`src/hw/rtl/dmx512_frame_receiver_defines.svh`:
```
// ----------------------------------------------------------------------------
// DMX512 frame receiver assertion macros
// Shared concurrent assertion forms, clocked on clk_i and masked in reset.
// ----------------------------------------------------------------------------
`ifndef DMX512_FRAME_RECEIVER_DEFINES_SVH
`define DMX512_FRAME_RECEIVER_DEFINES_SVH

// The consequent must hold in the same cycle as the antecedent.
`define DMX_ASSERT_IMP(lbl, ante, cons, msg) \
  lbl: assert property (@(posedge clk_i) disable iff (!rst_ni) (ante) |-> (cons)) \
    else $error(msg);

// The consequent must hold in the cycle after the antecedent.
`define DMX_ASSERT_NXT(lbl, ante, cons, msg) \
  lbl: assert property (@(posedge clk_i) disable iff (!rst_ni) (ante) |=> (cons)) \
    else $error(msg);

`endif

```
`src/hw/rtl/dmx_ram.sv`:
```
// ----------------------------------------------------------------------------
// Generic single-write, single-read RAM
// One write port and one read port with registered read data.
// ----------------------------------------------------------------------------
module dmx_ram #(
  parameter int unsigned WIDTH = 8,
  parameter int unsigned DEPTH = 513
) (
  input  logic                     clk_i,
  input  logic                     we_i,
  input  logic [$clog2(DEPTH)-1:0] waddr_i,
  input  logic [WIDTH-1:0]         wdata_i,
  input  logic                     re_i,
  input  logic [$clog2(DEPTH)-1:0] raddr_i,
  output logic [WIDTH-1:0]         rdata_o
);

  logic [WIDTH-1:0] mem_q [DEPTH];
  logic [WIDTH-1:0] rdata_q;

  always_ff @(posedge clk_i) begin
    if (we_i) begin
      mem_q[waddr_i] <= wdata_i;
    end
    if (re_i) begin
      rdata_q <= mem_q[raddr_i];
    end
  end

  assign rdata_o = rdata_q;

endmodule

```
`config.mk`:
```
export PLATFORM = sky130hd
export DESIGN_NAME = dmx_ram
export DESIGN_NICKNAME = d
export VERILOG_FILES = /design/src/hw/rtl/dmx512_frame_receiver_defines.svh /design/src/hw/rtl/dmx_ram.sv
export SDC_FILE = /design/constraint.sdc
export NUM_CORES = 2
export LEC_CHECK = 0
export BUFFER_PORTS_ARGS = -buffer_cell sky130_fd_sc_hd__buf_2
export CAP_MARGIN = 20
export CELL_PAD_IN_SITES_DETAIL_PLACEMENT = 2
export CELL_PAD_IN_SITES_GLOBAL_PLACEMENT = 2
export CORE_ASPECT_RATIO = 0.7
export CORE_UTILIZATION = 37
export CTS_BUF_LIST = sky130_fd_sc_hd__clkbuf_8
export DETAILED_ROUTE_END_ITERATION = 10
export HOLD_SLACK_MARGIN = 0.06
export PLACE_DENSITY = 0.69
export SETUP_SLACK_MARGIN = 0.15
export SYNTH_ARGS = -nofsm -noshare
export SYNTH_HDL_FRONTEND = slang
export SYNTH_MEMORY_MAX_BITS = 65536
export SYNTH_SLANG_ARGS = --single-unit
```
`constraint.sdc`:
```
create_clock -name clk_i -period 5.1 [get_ports clk_i]
set_input_delay 1.53 -clock clk_i [delete_from_list [all_inputs] [get_ports clk_i]]
set_output_delay 1.53 -clock clk_i [all_outputs]
set_load 0.03 [all_outputs]
```
# After elaboration in Yosys (flattened, before gate mapping)
# Memories as Yosys holds them, arrays and structs flattened. A register that Yosys moved wholly into a read port is not among the register bits.
# Cells that the tools add are included.
word_totals:
  ram_bits: 4104
  out_inout_bits: 8
  mem_count: 1
  reg_bits: 0
  latch_bits: 0
  romBits: 0
classes:
  n_shift: 0
  n_eq_ne: 0
  n_reduce_logical: 0
  mux: 2
  n_div: 0
  mul: 0
  add_sub_neg: 0
  order_cmp: 0
  bitwise: 0
memory_table:
  columns: ["memory", "words", "word_bits", "rd", "rd_ports_with_merged_regs", "write_ports", "line", "rtl"]
  rows:
  - ["mem_q", 513, 8, 1, 1, 1, "dmx_ram.sv:18", "logic [WIDTH-1:0] mem_q [DEPTH];"]
op_table:
  columns: ["operator", "count"]
  rows:
  - ["2-to-1 mux 1 bit", 2]

# Depth between registers and ports, before layout
depth:
  ltp_word: 2
  ltp_mapped: 14

# Least setup slack after synthesis
# No wires, ideal clock.
synth_timing:
  path_kind: "input to register"
  from: "input raddr_i[0]"
  to: "register rdata_q[0] (netlist: rdata_o[0]), read port of mem_q (data pin)"
  n_path_buf: 4
  path_slack_ns: 1.007
  path_stages: 10
  arrival_time_ns: 3.825
  path_cell_list: "buf_4 > buf_6 > buf_4 > buf_2 > mux4_2 > mux4_2 > o22ai_1 > nor2_1 > a211oi_1 > o32ai_1"
synth_lines:
  columns: ["element", "line", "rtl"]
  rows:
  - ["from (decl)", "dmx_ram.sv:14", "input logic [$clog2(DEPTH)-1:0] raddr_i,"]
  - ["to (decl)", "dmx_ram.sv:19", "logic [WIDTH-1:0] rdata_q;"]

==> run metrics <==
outcome finished clean; most common cell after layout, fill and taps aside edfxtp_1; Mapped Cells 7225; clk root buf clkbuf_8; Synth area leaders edfxtp_1, mux4_2, nor2_1; Slew @ Worst Pin 1.25 ns; r2r setup slk between 1 and 1.5 ns; placeable core area 429000 um2; layout cell share with drive strength beyond 1 0.306; Initial Util 0.373; Leak about 57 nW; Worst Hold Path Cells 1; max_slew headroom 0.163; Iter 0 DRT Violations 12500; Avg Synthesized Cell Area 22.1 um2; CP startpoint kind primary input; RePlAce Congestion between 0.8 and 0.9; DR DRC count 0; Arr. time, crit path 5.63 ns; Resized Gates After CTS 0; nets 8157; final worst-path cycle share 0.919; synth unique cells 71; hold slack 0.602 ns; Final Critical Period approximately 4.7 ns; later-pin clock latency in the skew report 1.15 ns; Design Area, Final 182000 um2; Ys Warns 0; Setup Buffers After CTS 0; total power about 67 mW; Crit. End Element flip-flop; Syn Nets 7256; DP Area about 170000 um2; Port Buffers 38; H-tree depth 6; Max Cap Viol 0; Die X 788 um; Synth async-reset ratio 0; wire length per cell 39.5 um; Clock Path Buffers 4; ys flop type edfxtp_1; fin. max-slew vios 0; DRT antenna net count 0; CTS Buf Count 625; TritonCTS clock tree done; Vias 86200; RSZ-0062 raised after global routing false; DIE HEIGHT 552 um; Crit Path Max Fanout 32; share of the synthesized area in the top cell type 0.773; Seq cells post-synth 4112; final setup fails 0; r2r worst-path depth 7; GRT Residual Overflow 0; Post-synth EDFFs 4112; final WL 564000 um; part of the Yosys area used for sequential elements 0.773; Area Overhead vs Synth 14.1%; fmax 0.213 GHz; Hold Fails Final Rpt 0; Cell Area, Synth 160000 um2; Worst-path clk slew 0.08 ns; TritonRoute pass-1 iters 5; Core Util, Final 0.425; Via density 6.03; # clock sinks between 4000 and 5000; Peak VDD IR around 0.22 mV; largest area contributor in the netlist edfxtp_1; number of global-route vias before repair 90000; Fill cells ~39000; HPWL Detailed 366000 um; gr usage total 0.254; HP Class reg2reg; CTS hold repair buffers 0; final clock skew 0.0845 ns; Top Ports 39; Setup CP Type in2reg; data required time of the worst path between 6 and 7 ns; Cell Pwr Density 365 nW/um2; first-pass GRT wire length 770000 um; initial antenna violation count 44; Die ar. 435000 um2; most frequent cells in the layout edfxtp_1, mux4_2, clkbuf_8, buf_4, nor2_1; largest net degree at the start of global routing 152; # rows 201
## flip-flops by register name (all words and copies together) (netlist names)
| signal | count |
|---|---|
| mem_q | 4104 |
| rdata_o | 8 |
## cells by family after synthesis
family                 count (synthesis)  share of synthesized area
buffers and inverters                459                     0.0164
and+or+nand+nor                      984                     0.0259
DFF                                 4112                      0.773
muxes                               1326                      0.170
AOI/OAI and AO/OA                    344                     0.0153
## synthesized netlist by cell type, drive strengths merged, types with 4 or more instances
master / instances
nor2b: 27
and2: 11
a22oi: 24
a2111oi: 12
a211oi: 33
a32oi: 9
a22o: 4
o211ai: 8
o32ai: 5
edfxtp: 4112
or4: 5
mux2: 24
nand2: 222
or3: 6
clkbuf: 177
a311oi: 8
o311ai: 4
nor4: 9
o22ai: 75
mux2i: 196
nand3: 65
o21ai: 23
a221o: 4
a31oi: 18
inv: 5
o31ai: 4
a211o: 6
nor2: 556
o221ai: 21
a221oi: 17
nor3b: 6
nand2b: 15
and3: 14
or2: 5
mux4: 1106
nor3: 23
o2111ai: 4
nand4: 12
buf: 275
a21oi: 45
## report_power, final
group | internal [mW] | switching [mW]
clock network | 11.8 | 13.5
registers | 37.2 | 0.0273
logic | 1.41 | 2.66
## per-stage QoR
stage / std cells / TNS [ns] / setup WS, ns
final: 14300 / 0 / 0.414
after global routing: 14300 / 0 / 0.548
after CTS: 14200 / 0 / 0.671
after detailed placement: 13200 / -1.41 / -0.440
after global placement: 13200 / -1.22 / -0.414
after floorplan: 7225 / 0 / 1.01
## final timing paths
kind,startpoint,to
setup / recovery,raddr_i[1],rdata_o[7]$_DFFE_PP_
setup reg to reg,mem_q[63][7]$_DFFE_PP_,rdata_o[7]$_DFFE_PP_
hold / removal,mem_q[512][3]$_DFFE_PP_,rdata_o[3]$_DFFE_PP_
hold reg to reg,mem_q[512][3]$_DFFE_PP_,rdata_o[3]$_DFFE_PP_
## layer usage
layer  up-vias  GRT usage  wire [um]
met5         -          0        153
met2      5572      0.386     257000
met1     47300      0.358     228000
met3      1022     0.0629      59700
li1      32200          -          -
met4        26     0.0923      19900
## area by class of cell
type | count | area, um2 | area share
Timing Repair Buffer | 726 | 6860 | 0.0376
Clock inverter | 427 | 1840 | 0.0101
Clock buffer | 647 | 8900 | 0.0488
Antenna cell | 43 | 108 | 0.000590
Inverter | 7 | 43.8 | 0.000240
Sequential cell | 4112 | 123000 | 0.677
Multi-Input combinational cell | 2654 | 33900 | 0.186
Tap cell | 5684 | 7110 | 0.0390
## critical path: stages
cell and delay (ns):
buf_8 0.26, buf_12 0.31, buf_12 0.27, mux4_2 0.25, nor2b_1 0.38, o22ai_1 0.23
a211oi_1 0.85, buf_4 0.25, a311oi_1 0.31, or4b_1 0.61, o211ai_1 0.13
Note: power is estimated with default switching activity, not from simulation.
