[src/hw/rtl/dmx512_frame_receiver_defines.svh]
// ----------------------------------------------------------------------------
// DMX512 frame receiver assertion macros
// Shared concurrent assertion forms, clocked on clk_i and masked in reset.
// ----------------------------------------------------------------------------
`ifndef DMX512_FRAME_RECEIVER_DEFINES_SVH
`define DMX512_FRAME_RECEIVER_DEFINES_SVH

// The consequent must hold in the same cycle as the antecedent.
`define DMX_ASSERT_IMP(lbl, ante, cons, msg) \
  lbl: assert property (@(posedge clk_i) disable iff (!rst_ni) (ante) |-> (cons)) \
    else $error(msg);

// The consequent must hold in the cycle after the antecedent.
`define DMX_ASSERT_NXT(lbl, ante, cons, msg) \
  lbl: assert property (@(posedge clk_i) disable iff (!rst_ni) (ante) |=> (cons)) \
    else $error(msg);

`endif

[src/hw/rtl/dmx_pkg.sv]
// ----------------------------------------------------------------------------
// DMX512 frame receiver package
// Word types, command and register codes and reset values.
// ----------------------------------------------------------------------------
package dmx_pkg;

  localparam int unsigned SLOT_W = 10;
  localparam int unsigned DATA_W = 8;
  localparam int unsigned CFG_W  = 24;
  localparam int unsigned CHG_W  = 32;
  localparam int unsigned CFG_IDX_W = 1;

  typedef enum logic [1:0] {
    CMD_TICK = 2'd0,
    CMD_EDGE = 2'd1,
    CMD_BYTE = 2'd2,
    CMD_READ = 2'd3
  } cmd_e;

  localparam logic [CFG_IDX_W-1:0] REG_BREAK_MIN = 1'b0;
  localparam logic [CFG_IDX_W-1:0] REG_BREAK_MAX = 1'b1;

  localparam logic [CFG_W-1:0] BREAK_MIN_RST = 24'd88;
  localparam logic [CFG_W-1:0] BREAK_MAX_RST = 24'd1000000;

  typedef struct packed {
    logic [1:0]        cmd;
    logic              line_high;
    logic [DATA_W-1:0] rx_byte;
    logic              rx_error;
    logic [SLOT_W-1:0] read_index;
  } in_item_t;

  typedef struct packed {
    logic              break_seen;
    logic              slot_written;
    logic [SLOT_W-1:0] slot_index;
    logic [DATA_W-1:0] read_value;
    logic [CHG_W-1:0]  change_count;
    logic [CFG_W-1:0]  last_break_us;
  } out_item_t;

  // Result of an accepted word while the slot store read is in flight.
  typedef struct packed {
    logic              break_seen;
    logic              slot_written;
    logic [SLOT_W-1:0] slot_index;
    logic              rd_ok;
    logic [CHG_W-1:0]  change_count;
    logic [CFG_W-1:0]  last_break_us;
  } stage_t;

  typedef struct packed {
    logic              we;
    logic [SLOT_W-1:0] waddr;
    logic [DATA_W-1:0] wdata;
    logic              re;
    logic [SLOT_W-1:0] raddr;
  } ram_req_t;

endpackage

[src/hw/rtl/dmx_ctrl.sv]
// ----------------------------------------------------------------------------
// DMX512 frame receiver control
// Break timing, frame sum, change counter, slot pointer and store requests.
// ----------------------------------------------------------------------------
module dmx_ctrl #(
  parameter int unsigned SLOTS     = 513,
  parameter int unsigned TIME_BITS = 24
) (
  input  logic                            clk_i,
  input  logic                            rst_ni,
  input  logic                            acc_i,
  input  dmx_pkg::in_item_t               item_i,
  input  logic                            cfg_we_i,
  input  logic [dmx_pkg::CFG_IDX_W-1:0]   cfg_idx_i,
  input  logic [dmx_pkg::CFG_W-1:0]       cfg_data_i,
  output dmx_pkg::ram_req_t               ram_req_o,
  output dmx_pkg::stage_t                 stage_o
);
  import dmx_pkg::*;

  localparam int unsigned AW    = $clog2(SLOTS);
  localparam int unsigned CMP_W = 32;

  logic [CFG_W-1:0]     min_q, max_q;
  logic [TIME_BITS-1:0] low_q, low_d;
  logic [AW-1:0]        slot_q, slot_d;
  logic [DATA_W-1:0]    sum_q, sum_d;
  logic [DATA_W-1:0]    prev_q, prev_d;
  logic [CHG_W-1:0]     chg_q, chg_d;
  logic [CFG_W-1:0]     blen_q, blen_d;

  cmd_e cmd;
  logic in_win;
  logic rd_ok;
  logic byte_ok;

  assign cmd     = cmd_e'(item_i.cmd);
  assign in_win  = (CMP_W'(low_q) >= CMP_W'(min_q)) && (CMP_W'(low_q) <= CMP_W'(max_q));
  assign rd_ok   = ({1'b0, item_i.read_index} < (SLOT_W + 1)'(SLOTS));
  assign byte_ok = (cmd == CMD_BYTE) && !item_i.rx_error;

  always_comb begin
    low_d  = low_q;
    slot_d = slot_q;
    sum_d  = sum_q;
    prev_d = prev_q;
    chg_d  = chg_q;
    blen_d = blen_q;
    stage_o = '0;
    unique case (cmd)
      CMD_TICK: begin
        if (!(&low_q)) begin
          low_d = low_q + 1'b1;
        end
      end
      CMD_EDGE: begin
        if (!item_i.line_high) begin
          low_d = '0;
        end else if (in_win) begin
          if (prev_q != sum_q) begin
            chg_d = chg_q + 1'b1;
          end
          prev_d = sum_q;
          sum_d  = '0;
          blen_d = CFG_W'(low_q);
          slot_d = '0;
          stage_o.break_seen = 1'b1;
        end
      end
      CMD_BYTE: begin
        if (!item_i.rx_error) begin
          sum_d = sum_q + item_i.rx_byte;
          stage_o.slot_written = 1'b1;
          stage_o.slot_index   = SLOT_W'(slot_q);
          slot_d = (slot_q == AW'(SLOTS - 1)) ? '0 : slot_q + 1'b1;
        end
      end
      CMD_READ: begin
        stage_o.rd_ok = rd_ok;
      end
      default: begin
      end
    endcase
    stage_o.change_count  = chg_d;
    stage_o.last_break_us = blen_d;
  end

  always_comb begin
    ram_req_o.we    = acc_i && byte_ok;
    ram_req_o.waddr = SLOT_W'(slot_q);
    ram_req_o.wdata = item_i.rx_byte;
    ram_req_o.re    = acc_i && (cmd == CMD_READ) && rd_ok;
    ram_req_o.raddr = item_i.read_index;
  end

  always_ff @(posedge clk_i or negedge rst_ni) begin
    if (!rst_ni) begin
      low_q  <= '0;
      slot_q <= '0;
      sum_q  <= '0;
      prev_q <= '0;
      chg_q  <= '0;
      blen_q <= '0;
    end else if (acc_i) begin
      low_q  <= low_d;
      slot_q <= slot_d;
      sum_q  <= sum_d;
      prev_q <= prev_d;
      chg_q  <= chg_d;
      blen_q <= blen_d;
    end
  end

  always_ff @(posedge clk_i or negedge rst_ni) begin
    if (!rst_ni) begin
      min_q <= BREAK_MIN_RST;
      max_q <= BREAK_MAX_RST;
    end else if (cfg_we_i) begin
      unique case (cfg_idx_i)
        REG_BREAK_MIN: min_q <= cfg_data_i;
        REG_BREAK_MAX: max_q <= cfg_data_i;
        default: begin
        end
      endcase
    end
  end

endmodule

[config.mk]
export PLATFORM = sky130hd
export DESIGN_NAME = dmx_ctrl
export DESIGN_NICKNAME = d
export VERILOG_FILES = /design/src/hw/rtl/dmx512_frame_receiver_defines.svh /design/src/hw/rtl/dmx_pkg.sv /design/src/hw/rtl/dmx_ctrl.sv
export SDC_FILE = /design/constraint.sdc
export NUM_CORES = 1
export LEC_CHECK = 0
export ABC_AREA = 1
export BUFFER_PORTS_ARGS = -buffer_cell sky130_fd_sc_hd__buf_2
export CAP_MARGIN = 10
export CORE_UTILIZATION = 30
export DETAILED_ROUTE_END_ITERATION = 6
export GPL_ROUTABILITY_DRIVEN = 1
export SYNTH_ARGS = -nofsm -noshare
export SYNTH_HDL_FRONTEND = slang
export SYNTH_SLANG_ARGS = --single-unit
[constraint.sdc]
create_clock -name clk_i -period 1.95 [get_ports clk_i]
set_input_delay 0.0975 -clock clk_i [delete_from_list [all_inputs] [get_ports clk_i]]
set_output_delay 0.0975 -clock clk_i [all_outputs]
set_load 0.02 [all_outputs]
---- Yosys cells after proc, flatten, opt, wreduce, memory -nomap -nowiden ----
Index checks and enable logic that the tools add are counted.
operators by class
  $mul .................................... 0
  $lt $le $gt $ge ......................... 3
  multiplexer cells ....................... 25
  reduce and logical (&&, ||, !) cells .... 15
  equal/unequal tests ..................... 10
  $add $sub $neg .......................... 4
  div/mod/pow operators ................... 0
  shifts and indexed selects .............. 0
  bitwise operators ....................... 1
operators by type and width
  operator                 number
  $mux W32                 4
  $mux W24                 5
  $pmux W24 S2             1
  $mux W10                 4
  $add A32 B1 Y32 const B  1
  $add A24 B1 Y24 const B  1
  $ge A24 B24 Y1           1
  $le A24 B24 Y1           1
  $mux W8                  3
  $reduce_and A24 Y1       1
  $mux W11                 2
  $pmux W10 S2             1
  $pmux W8 S2              1
  $add A10 B1 Y10 const B  1
  $eq A10 B10 Y1 const B   1
  $lt A10 B10 Y1 const B   1
  $ne A2 B2 Y1 const B     5
  $add A8 B8 Y8            1
  $ne A8 B8 Y1             1
  $reduce_and A4 Y1        2
  $logic_and A1 B1 Y1      5
  $reduce_and A5 Y1        1
  $eq A2 B2 Y1 const B     2
  $mux W1                  4
  6 further kinds          8
storage, ports and cells
  memories ................................ 0
  bits in registers ....................... 154
  ROM bits ................................ 0
  output and inout bits ................... 99
  latch bits .............................. 0
  bits in writable memories ............... 0

---- Longest topological paths before layout ----
Gate-level depths: netlist of the first run.
  depth after elaboration ................. 5
  gate-level depth with buffers ........... 19
  mapped depth without buffers ............ 19

---- Worst setup path before layout of the first run ----
OpenSTA, ideal clock, no wires.
  path type ............................... reg2reg
  from .................................... register max_q[19]
  to ...................................... register chg_q[7]
  stages on the path, launching flop included .. 13
  buffers on the path ..................... 1
  data arrival time ....................... 2268 ps
  path slack .............................. -384 ps
  library setup time ...................... 66 ps
  data required time ...................... 1884 ps
  cells stage by stage .................... dfstp_2 > inv_1 > ha_1 > a21oi_1 > nand2_1 > a21oi_1 > nand3_2 > nand2_4 > buf_4 > nand3_1 > xnor2_1 > nand2_1 > nand2_1
RTL lines
  element                 RTL line         text
  from (decl)             dmx_ctrl.sv:24   logic [CFG_W-1:0] min_q, max_q;
  from (signal assigned)  dmx_ctrl.sv:121  REG_BREAK_MAX: max_q <= cfg_data_i;
  to (signal assigned)    dmx_ctrl.sv:109  chg_q <= chg_d;
  to (decl)               dmx_ctrl.sv:29   logic [CHG_W-1:0] chg_q, chg_d;

==> flow_metrics.py, run 1 <==
metrics = {
    "timing": {
        "drv_slew": 0,
        "setup_viol": 142,
        "hold_viol": 0,
        "rsz0062_at_grt": "true",
        "max_clock_freq_mhz": 346,
        "period_minus_slack_ns": 2.89,
        "finalWorstSetupSlack_ns": -0.938,
        "slew_headroom_pct": 58.7,
        "fin_crit_sh_pct": 148,
        "worst_pin_slew_ns": 0.619,
        "finClkSkew_ns": 0.0178,
        "setup_tns_ns": -93.20,
    },
    "global_routing": {
        "antenna_found_initial": 0,
        "overflow": 0,
        "grt_use_total_pct": 18.1,
        "grt_pass1_wl_um": 48400,
        "grt_pass1_vias": 9659,
        "grt_max_degree": 49,
    },
    "yosys": {
        "yosysWarningCount": 0,
        "ys_top_cells_by_area": "dfrtp_1, nand2_1, ha_1, inv_1, o21ai_0",
        "synthArstFlopShare_pct": 100,
        "synth_area_sq_um": 10000,
        "synthesis.nets": 1468,
        "synth_cell_types": 52,
        "netlist.area_leader.share_pct": 36.0,
        "synth_edf_count": 0,
        "synth_cells": 1357,
        "yosysSeqAreaShare_pct": 38.7,
        "syn_area_per_cell_sq_um": 7.37,
        "synth_common_cells": "nand2_1, inv_1, dfrtp_1, o21ai_0, nor2_1",
        "synthMostInstantiatedCell": "nand2_1",
        "synth_flop_cell": "dfrtp_1",
        "yosys.area.top_type": "dfrtp_1",
        "synth_seq_cells": 154,
    },
    "pwr": {
        "power_density_nw_per_um2": 818,
        "finalPower_w": 0.0129,
        "leakagePower_nw": 7.74,
        "ir_drop_mv": 0.660,
    },
    "routing": {
        "drt_pass1_iterations": 5,
        "vias": 9976,
        "drcViolationCount": 0,
        "drt_iter0_markers": 433,
        "avgRoutedWirePerCell_um": 14.6,
        "via_per_inst": 4.65,
        "routed_wirelength_um": 31300,
        "ant_nets": 0,
    },
    "setup_path": {
        "worstReg2RegStart": "low_q[7]$_DFFE_PN0P_",
        "critPathRequiredTime_ns": 1.85,
        "path_cells": "ha_1 > a21o_1 > nor2_1 > nand2_1 > nand2_1 > nand3_2 > nand2_4 > nand2_4 > nor2_8 > buf_12 > mux2_4 > buf_6",
        "r2r_slack_ns": -0.77,
        "crit_type": "register to output port",
        "crit_start": "low_q[7]$_DFFE_PN0P_",
        "crit_fanout": 6,
        "slowest_stage": "dfrtp_2",
        "crit_end": "stage_o[14]",
        "reg2reg_to": "blen_q[4]$_DFFE_PN0P_",
        "arrival_ns": 2.79,
        "start_kind": "register",
        "r2r_cells": 16,
        "slowest_delay_ns": 0.45,
        "endpoint_kind": "output port",
    },
    "cells_and_area": {
        "drive_gt1_share_pct": 39.9,
        "antenna_cells": 0,
        "finalNetCount": 1801,
        "syn2layout_area_growth_pct": 57.8,
        "n_fill_cell": 3075,
    },
    "clock_network": {
        "clk_pin_slew_worst_paths_ns": 0.07,
        "worstSkewPairLatency_ns": 0.45,
        "tritoncts": "yes",
        "clk_path_buf_depth": 2,
        "cts_max_level": 4,
        "clockRootBuffer": "clkbuf_16",
        "cts_made_buffers": 17,
        "numClockSinks": 154,
    },
    "die": {
        "num_rows": 66,
        "die_w_um": 185,
        "io_pins": 150,
        "die_h_um": 185,
        "initial_utilization_pct": 30.6,
        "fp.coreArea_sq_um": 32700,
        "die_area_sq_um": 34100,
    },
    "min_path": {
        "min_path_type": "input pin to register",
    },
    "outcome": {
        "status": "finished with violations",
        "failed_checks": "setup timing",
    },
    "placed_design": {
        "dpl.hpwl_um": 21900,
        "finalWeightedCongestion": 0.884,
        "place.port_buffers": 149,
    },
    "job": {
        "maxCapViolations": 0,
    },
}
-- cell usage in the layout, fill, tap and decap left out, types with 7 or more instances in the layout --
cell type,Yosys,routed
nand2_1,404,315
inv_1,192,175
dfrtp_1,144,134
buf_4,21,127
buf_2,16,93
buf_6,2,88
o21ai_1,52,68
o21ai_0,105,64
nor2_1,82,57
nand2_2,2,48
nand2_4,5,46
ha_1,59,42
nand3_1,42,27
nand4_1,25,25
dlygate4sd3_1,0,25
clkbuf_16,0,24
a21oi_1,35,23
nor2_4,5,23
nor3_1,25,21
inv_2,5,20
nor2_2,10,17
ha_4,0,17
o21ai_2,3,16
buf_12,0,16
nand3_2,6,13
o21ai_4,0,12
xor2_1,15,12
a21oi_2,0,11
nand3_4,3,11
dfrtp_2,0,10
dfstp_2,10,10
nand3b_1,7,7
and2_4,0,7
-- state kept, by name, indices dropped and copies added (netlist names) --
register and count:
blen_q 24, chg_q 32, low_q 24, max_q 24, min_q 24, prev_q 8, slot_q 10, sum_q 8
-- power by group --
| part | internal [W] | total, W | switching [W] |
|---|---|---|---|
| combinational | 0.00230 | 0.00507 | 0.00276 |
| sequential | 0.00375 | 0.00417 | 0.000421 |
| clock | 0.00227 | 0.00367 | 0.00140 |
| total | 0.00832 | 0.0129 | 0.00458 |
-- logic make-up after synthesis --
kind of cell	count (synthesis)	share of synthesized area, %
muxes	1	0.113
adders and majority gates	60	7.58
AOI/OAI and AO/OA	220	11.7
and+or+nand+nor	643	28.9
DFF	154	38.7
buffers and inverters	258	11.0
xor gates and xnor gates	21	2.06
-- critical path: cells and delay by family (launching register included) --
kind | cells | cell delay [ns]
muxes | 1 | 0.32
buffers and inverters | 2 | 0.28
and+or+nand+nor | 7 | 0.76
DFF | 1 | 0.45
AOI/OAI and AO/OA | 1 | 0.19
adders and majority gates | 1 | 0.31
-- routing by layer --
metal  global-route usage [%]  wire length [um]  share of wire, %
met1                     23.8             14300                46
met2                     29.6             15200                49
met3                     2.83              1090               3.5
met4                     7.13               638               2.0
met5                        0                 0                 0
-- stage by stage --
| step | hold slack [ns] | utilization, % | area (sq um) | cells | setup WS [ns] |
|---|---|---|---|---|---|
| 3_5_place_dp | 0.0990 | 38.9 | 12700 | 2025 | -0.524 |
| 2_1_floorplan | -0.198 | - | 10700 | 1357 | -0.229 |
| 3_3_place_gp | 0.0908 | 38.9 | 12700 | 2025 | -0.499 |
| 6_report | 0.0508 | 48.3 | 15800 | 2145 | -0.938 |
| 4_1_cts | 0.0371 | 44.4 | 14500 | 2110 | -0.939 |
| 5_1_grt | 0.0937 | 48.3 | 15800 | 2145 | -1.08 |
-- repair_timing --
| item | CTS | global route |
|---|---|---|
| buffers inserted | 25 | 27 |
| cloned | 5 | 11 |
| pin swaps | 41 | 72 |
| resized for setup | 190 | 209 |
| hold buffers | 25 | 0 |
| endpoints found under the setup margin | 146 | 163 |
| endpoints found under the hold margin | 93 | 0 |
-- final cells by class --
type / count / area (sq um) / area share (%)
timing repair inverter: 5 / 53.8 / 0.341
sequential: 154 / 3880 / 24.6
inverter: 202 / 806 / 5.11
tap: 442 / 553 / 3.50
clock inverter: 12 / 199 / 1.26
clock buffer: 20 / 437 / 2.77
multi-input combinational: 946 / 6570 / 41.6
timing repair buffer: 364 / 3280 / 20.8
-- worst min-delay path by stage --
stage	start	end	cells after the start
floorplan	rst_ni	blen_q[0]$_DFFE_PN0P_	0
global placement	rst_ni	min_q[14]$_DFFE_PN0P_	1
detailed placement	rst_ni	min_q[1]$_DFFE_PN0P_	1
CTS	item_i[18]	sum_q[7]$_DFFE_PN0P_	5
global route	item_i[18]	sum_q[7]$_DFFE_PN0P_	5
finish	item_i[18]	sum_q[7]$_DFFE_PN0P_	5
No activity file was read; power rests on OpenSTA's default activity.
==> run 2: changes to the inputs <==
Settings changed: ABC_AREA 1 to 0, CAP_MARGIN 10 to unset.
==> flow_metrics.py, run 2 <==
metrics = {
    "yosys": {
        "synth_cell_types": 55,
        "synth_edf_count": 0,
        "syn_area_per_cell_sq_um": 9.90,
        "yosys.area.top_type": "dfrtp_1",
        "synthMostInstantiatedCell": "dfrtp_1",
        "yosysWarningCount": 0,
        "synthesis.nets": 1049,
        "ys_top_cells_by_area": "dfrtp_1, ha_1, mux2_2, xnor2_1, mux2_1",
        "netlist.area_leader.share_pct": 38.8,
        "yosysSeqAreaShare_pct": 41.6,
        "synth_flop_cell": "dfrtp_1",
        "synthArstFlopShare_pct": 100,
        "synth_seq_cells": 154,
        "synth_common_cells": "dfrtp_1, nand2_1, xnor2_1, ha_1, inv_1",
        "synth_cells": 938,
        "synth_area_sq_um": 9290,
    },
    "setup_path": {
        "path_cells": "ha_4 > nand4_1 > nor4_4 > nand2_1 > o21a_4 > buf_6 > nor3_4 > buf_12 > buf_12 > nand4_1 > xnor2_2 > buf_4",
        "crit_family": "simple AND/OR/NAND/NOR gates",
        "slowest_delay_ns": 0.45,
        "slowest_stage": "dfrtp_2",
        "crit_fanout": 7,
        "arrival_ns": 3.16,
        "crit_type": "register to output port",
        "start_kind": "register",
        "critPathRequiredTime_ns": 1.85,
        "cp_num_buf_inv": 4,
        "endpoint_kind": "output port",
    },
    "die": {
        "die_area_sq_um": 31700,
        "initial_utilization_pct": 30.4,
        "fp.coreArea_sq_um": 30500,
        "num_rows": 64,
        "die_w_um": 178,
        "io_pins": 150,
        "die_h_um": 178,
    },
    "timing": {
        "fin_crit_sh_pct": 167,
        "finClkSkew_ns": 0.0170,
        "finalWorstSetupSlack_ns": -1.31,
        "drv_slew": 0,
        "max_clock_freq_mhz": 307,
        "worst_pin_slew_ns": 0.588,
        "period_minus_slack_ns": 3.26,
        "rsz0062_at_grt": "true",
        "setup_viol": 163,
        "hold_viol": 0,
        "slew_headroom_pct": 60.5,
        "setup_tns_ns": -148.68,
    },
    "cells_and_area": {
        "antenna_cells": 0,
        "finalNetCount": 1380,
        "utilization_pct": 48.9,
        "largest_reg_flops": 32,
        "final_cell_mix": "buf_4, dfrtp_1, buf_2",
        "n_fill_cell": 2731,
        "mostFrequentLayoutCell": "buf_4",
        "stdcell_count": 1678,
        "syn2layout_area_growth_pct": 60.8,
        "fin_area_sq_um": 14900,
        "drive_gt1_share_pct": 50.2,
        "top_register": "chg_q",
    },
    "outcome": {
        "status": "finished with violations",
        "failed_checks": "setup timing",
    },
    "placed_design": {
        "finalWeightedCongestion": 0.821,
        "postPlaceCellArea_sq_um": 12400,
        "dp_cells": 1569,
        "place.port_buffers": 149,
        "dpl.hpwl_um": 18600,
    },
    "clock_network": {
        "numClockSinks": 154,
        "cts_max_level": 4,
        "clockRootBuffer": "clkbuf_16",
        "tritoncts": "yes",
        "cts_made_buffers": 17,
        "clk_path_buf_depth": 2,
        "worstSkewPairLatency_ns": 0.44,
        "clk_pin_slew_worst_paths_ns": 0.07,
    },
    "pwr": {
        "power_density_nw_per_um2": 577,
        "finalPower_w": 0.00862,
        "leakagePower_nw": 7.30,
        "ir_drop_mv": 0.643,
    },
    "global_routing": {
        "grt_max_degree": 50,
        "grt_use_total_pct": 17.4,
        "grt_pass1_wl_um": 42700,
        "overflow": 0,
        "grt_pass1_vias": 8046,
        "antenna_found_initial": 2,
    },
    "job": {
        "maxCapViolations": 0,
    },
    "routing": {
        "avgRoutedWirePerCell_um": 16.4,
        "drcViolationCount": 0,
        "drt_pass1_iterations": 5,
        "routed_wirelength_um": 27500,
        "vias": 8019,
        "via_per_inst": 4.78,
        "ant_nets": 0,
        "drt_iter0_markers": 379,
    },
    "min_path": {
        "min_path_type": "input pin to register",
    },
}
[run 2: changes by cell type after synthesis, sizes merged, moves of 11 or more]
cell   change
nor3      -12
nor2      -56
o21ai     -96
mux2      +89
nand2    -322
and3      +31
a21o      +11
inv      -141
xnor2     +57
[run 2: logic make-up (layout without fill, tap and decap cells)]
group	Yosys count	in the layout	share of synthesized area (%)
and+or+nand+nor	304	304	17.2
buffers and inverters	116	460	6.00
xor gates and xnor gates	80	80	7.55
muxes	91	91	11.0
AOI/OAI and AO/OA	133	133	8.46
DFF	154	154	41.6
adders and majority gates	60	60	8.16
[run 2: power breakdown]
| group | leakage (nW) | switching [W] | internal, W | total [W] |
|---|---|---|---|---|
| Clock | 0.266 | 0.00150 | 0.00178 | 0.00329 |
| Combinational | 5.01 | 0.000914 | 0.000848 | 0.00176 |
| Sequential | 2.02 | 0.000136 | 0.00343 | 0.00357 |
| Total | 7.30 | 0.00255 | 0.00606 | 0.00862 |
[run 2: repair_timing]
item,4_1_cts,5_1_grt
setup buffers,22,26
resized for setup,142,174
endpoints found under the hold margin,139,0
pin swaps,52,73
cloned,7,4
hold buffers,26,0
endpoints found under the setup margin,163,163
[run 2: layout make-up]
cell class	count	area, sq um	area share (%)
clock buffer	18	429	2.87
inverter	57	214	1.43
multi-input combinational	668	6410	42.9
tap	396	495	3.32
clock inverter	14	138	0.922
timing repair buffer	371	3360	22.5
sequential	154	3880	26.0
[run 2: per-layer routing]
layer / global-route usage, % / vias to the layer above / part of all wire, %
li1: - / 3927 / -
met1: 23.1 / 3906 / 46
met2: 28.7 / 152 / 48
met3: 3.19 / 30 / 3.3
met4: 5.02 / 4 / 2.0
met5: 0 / - / 0.12
[run 2: tightest hold or removal path, cell delays in order]
cell     delay (ns)
buf_2          0.10
nor2b_2        0.09
nand2_1        0.07
o21ai_0        0.06
[run 2: worst paths after layout]
check / from / to / slack [ns] / cells past startpoint
max in group asynchronous: rst_ni / max_q[14]$_DFFE_PN1P_ / 1.09 / 3
max: low_q[23]$_DFFE_PN0P_ / stage_o[55] / -1.31 / 12
min reg2reg: min_q[3]$_DFFE_PN1P_ / min_q[3]$_DFFE_PN1P_ / 0.50 / 2
max reg2reg: low_q[23]$_DFFE_PN0P_ / chg_q[18]$_DFFE_PN0P_ / -1.06 / 15
min in group asynchronous: rst_ni / max_q[1]$_DFFE_PN0P_ / 0.16 / 2
min: cfg_idx_i / min_q[2]$_DFFE_PN0P_ / 0.03 / 4
[run 2: stage by stage]
step	hold slack (ns)	setup WS, ns
global route	0.0348	-1.48
finish	0.0289	-1.31
detailed placement	0.0530	-0.996
floorplan	-0.198	-0.793
CTS	0.00937	-1.35
global placement	0.0559	-0.986
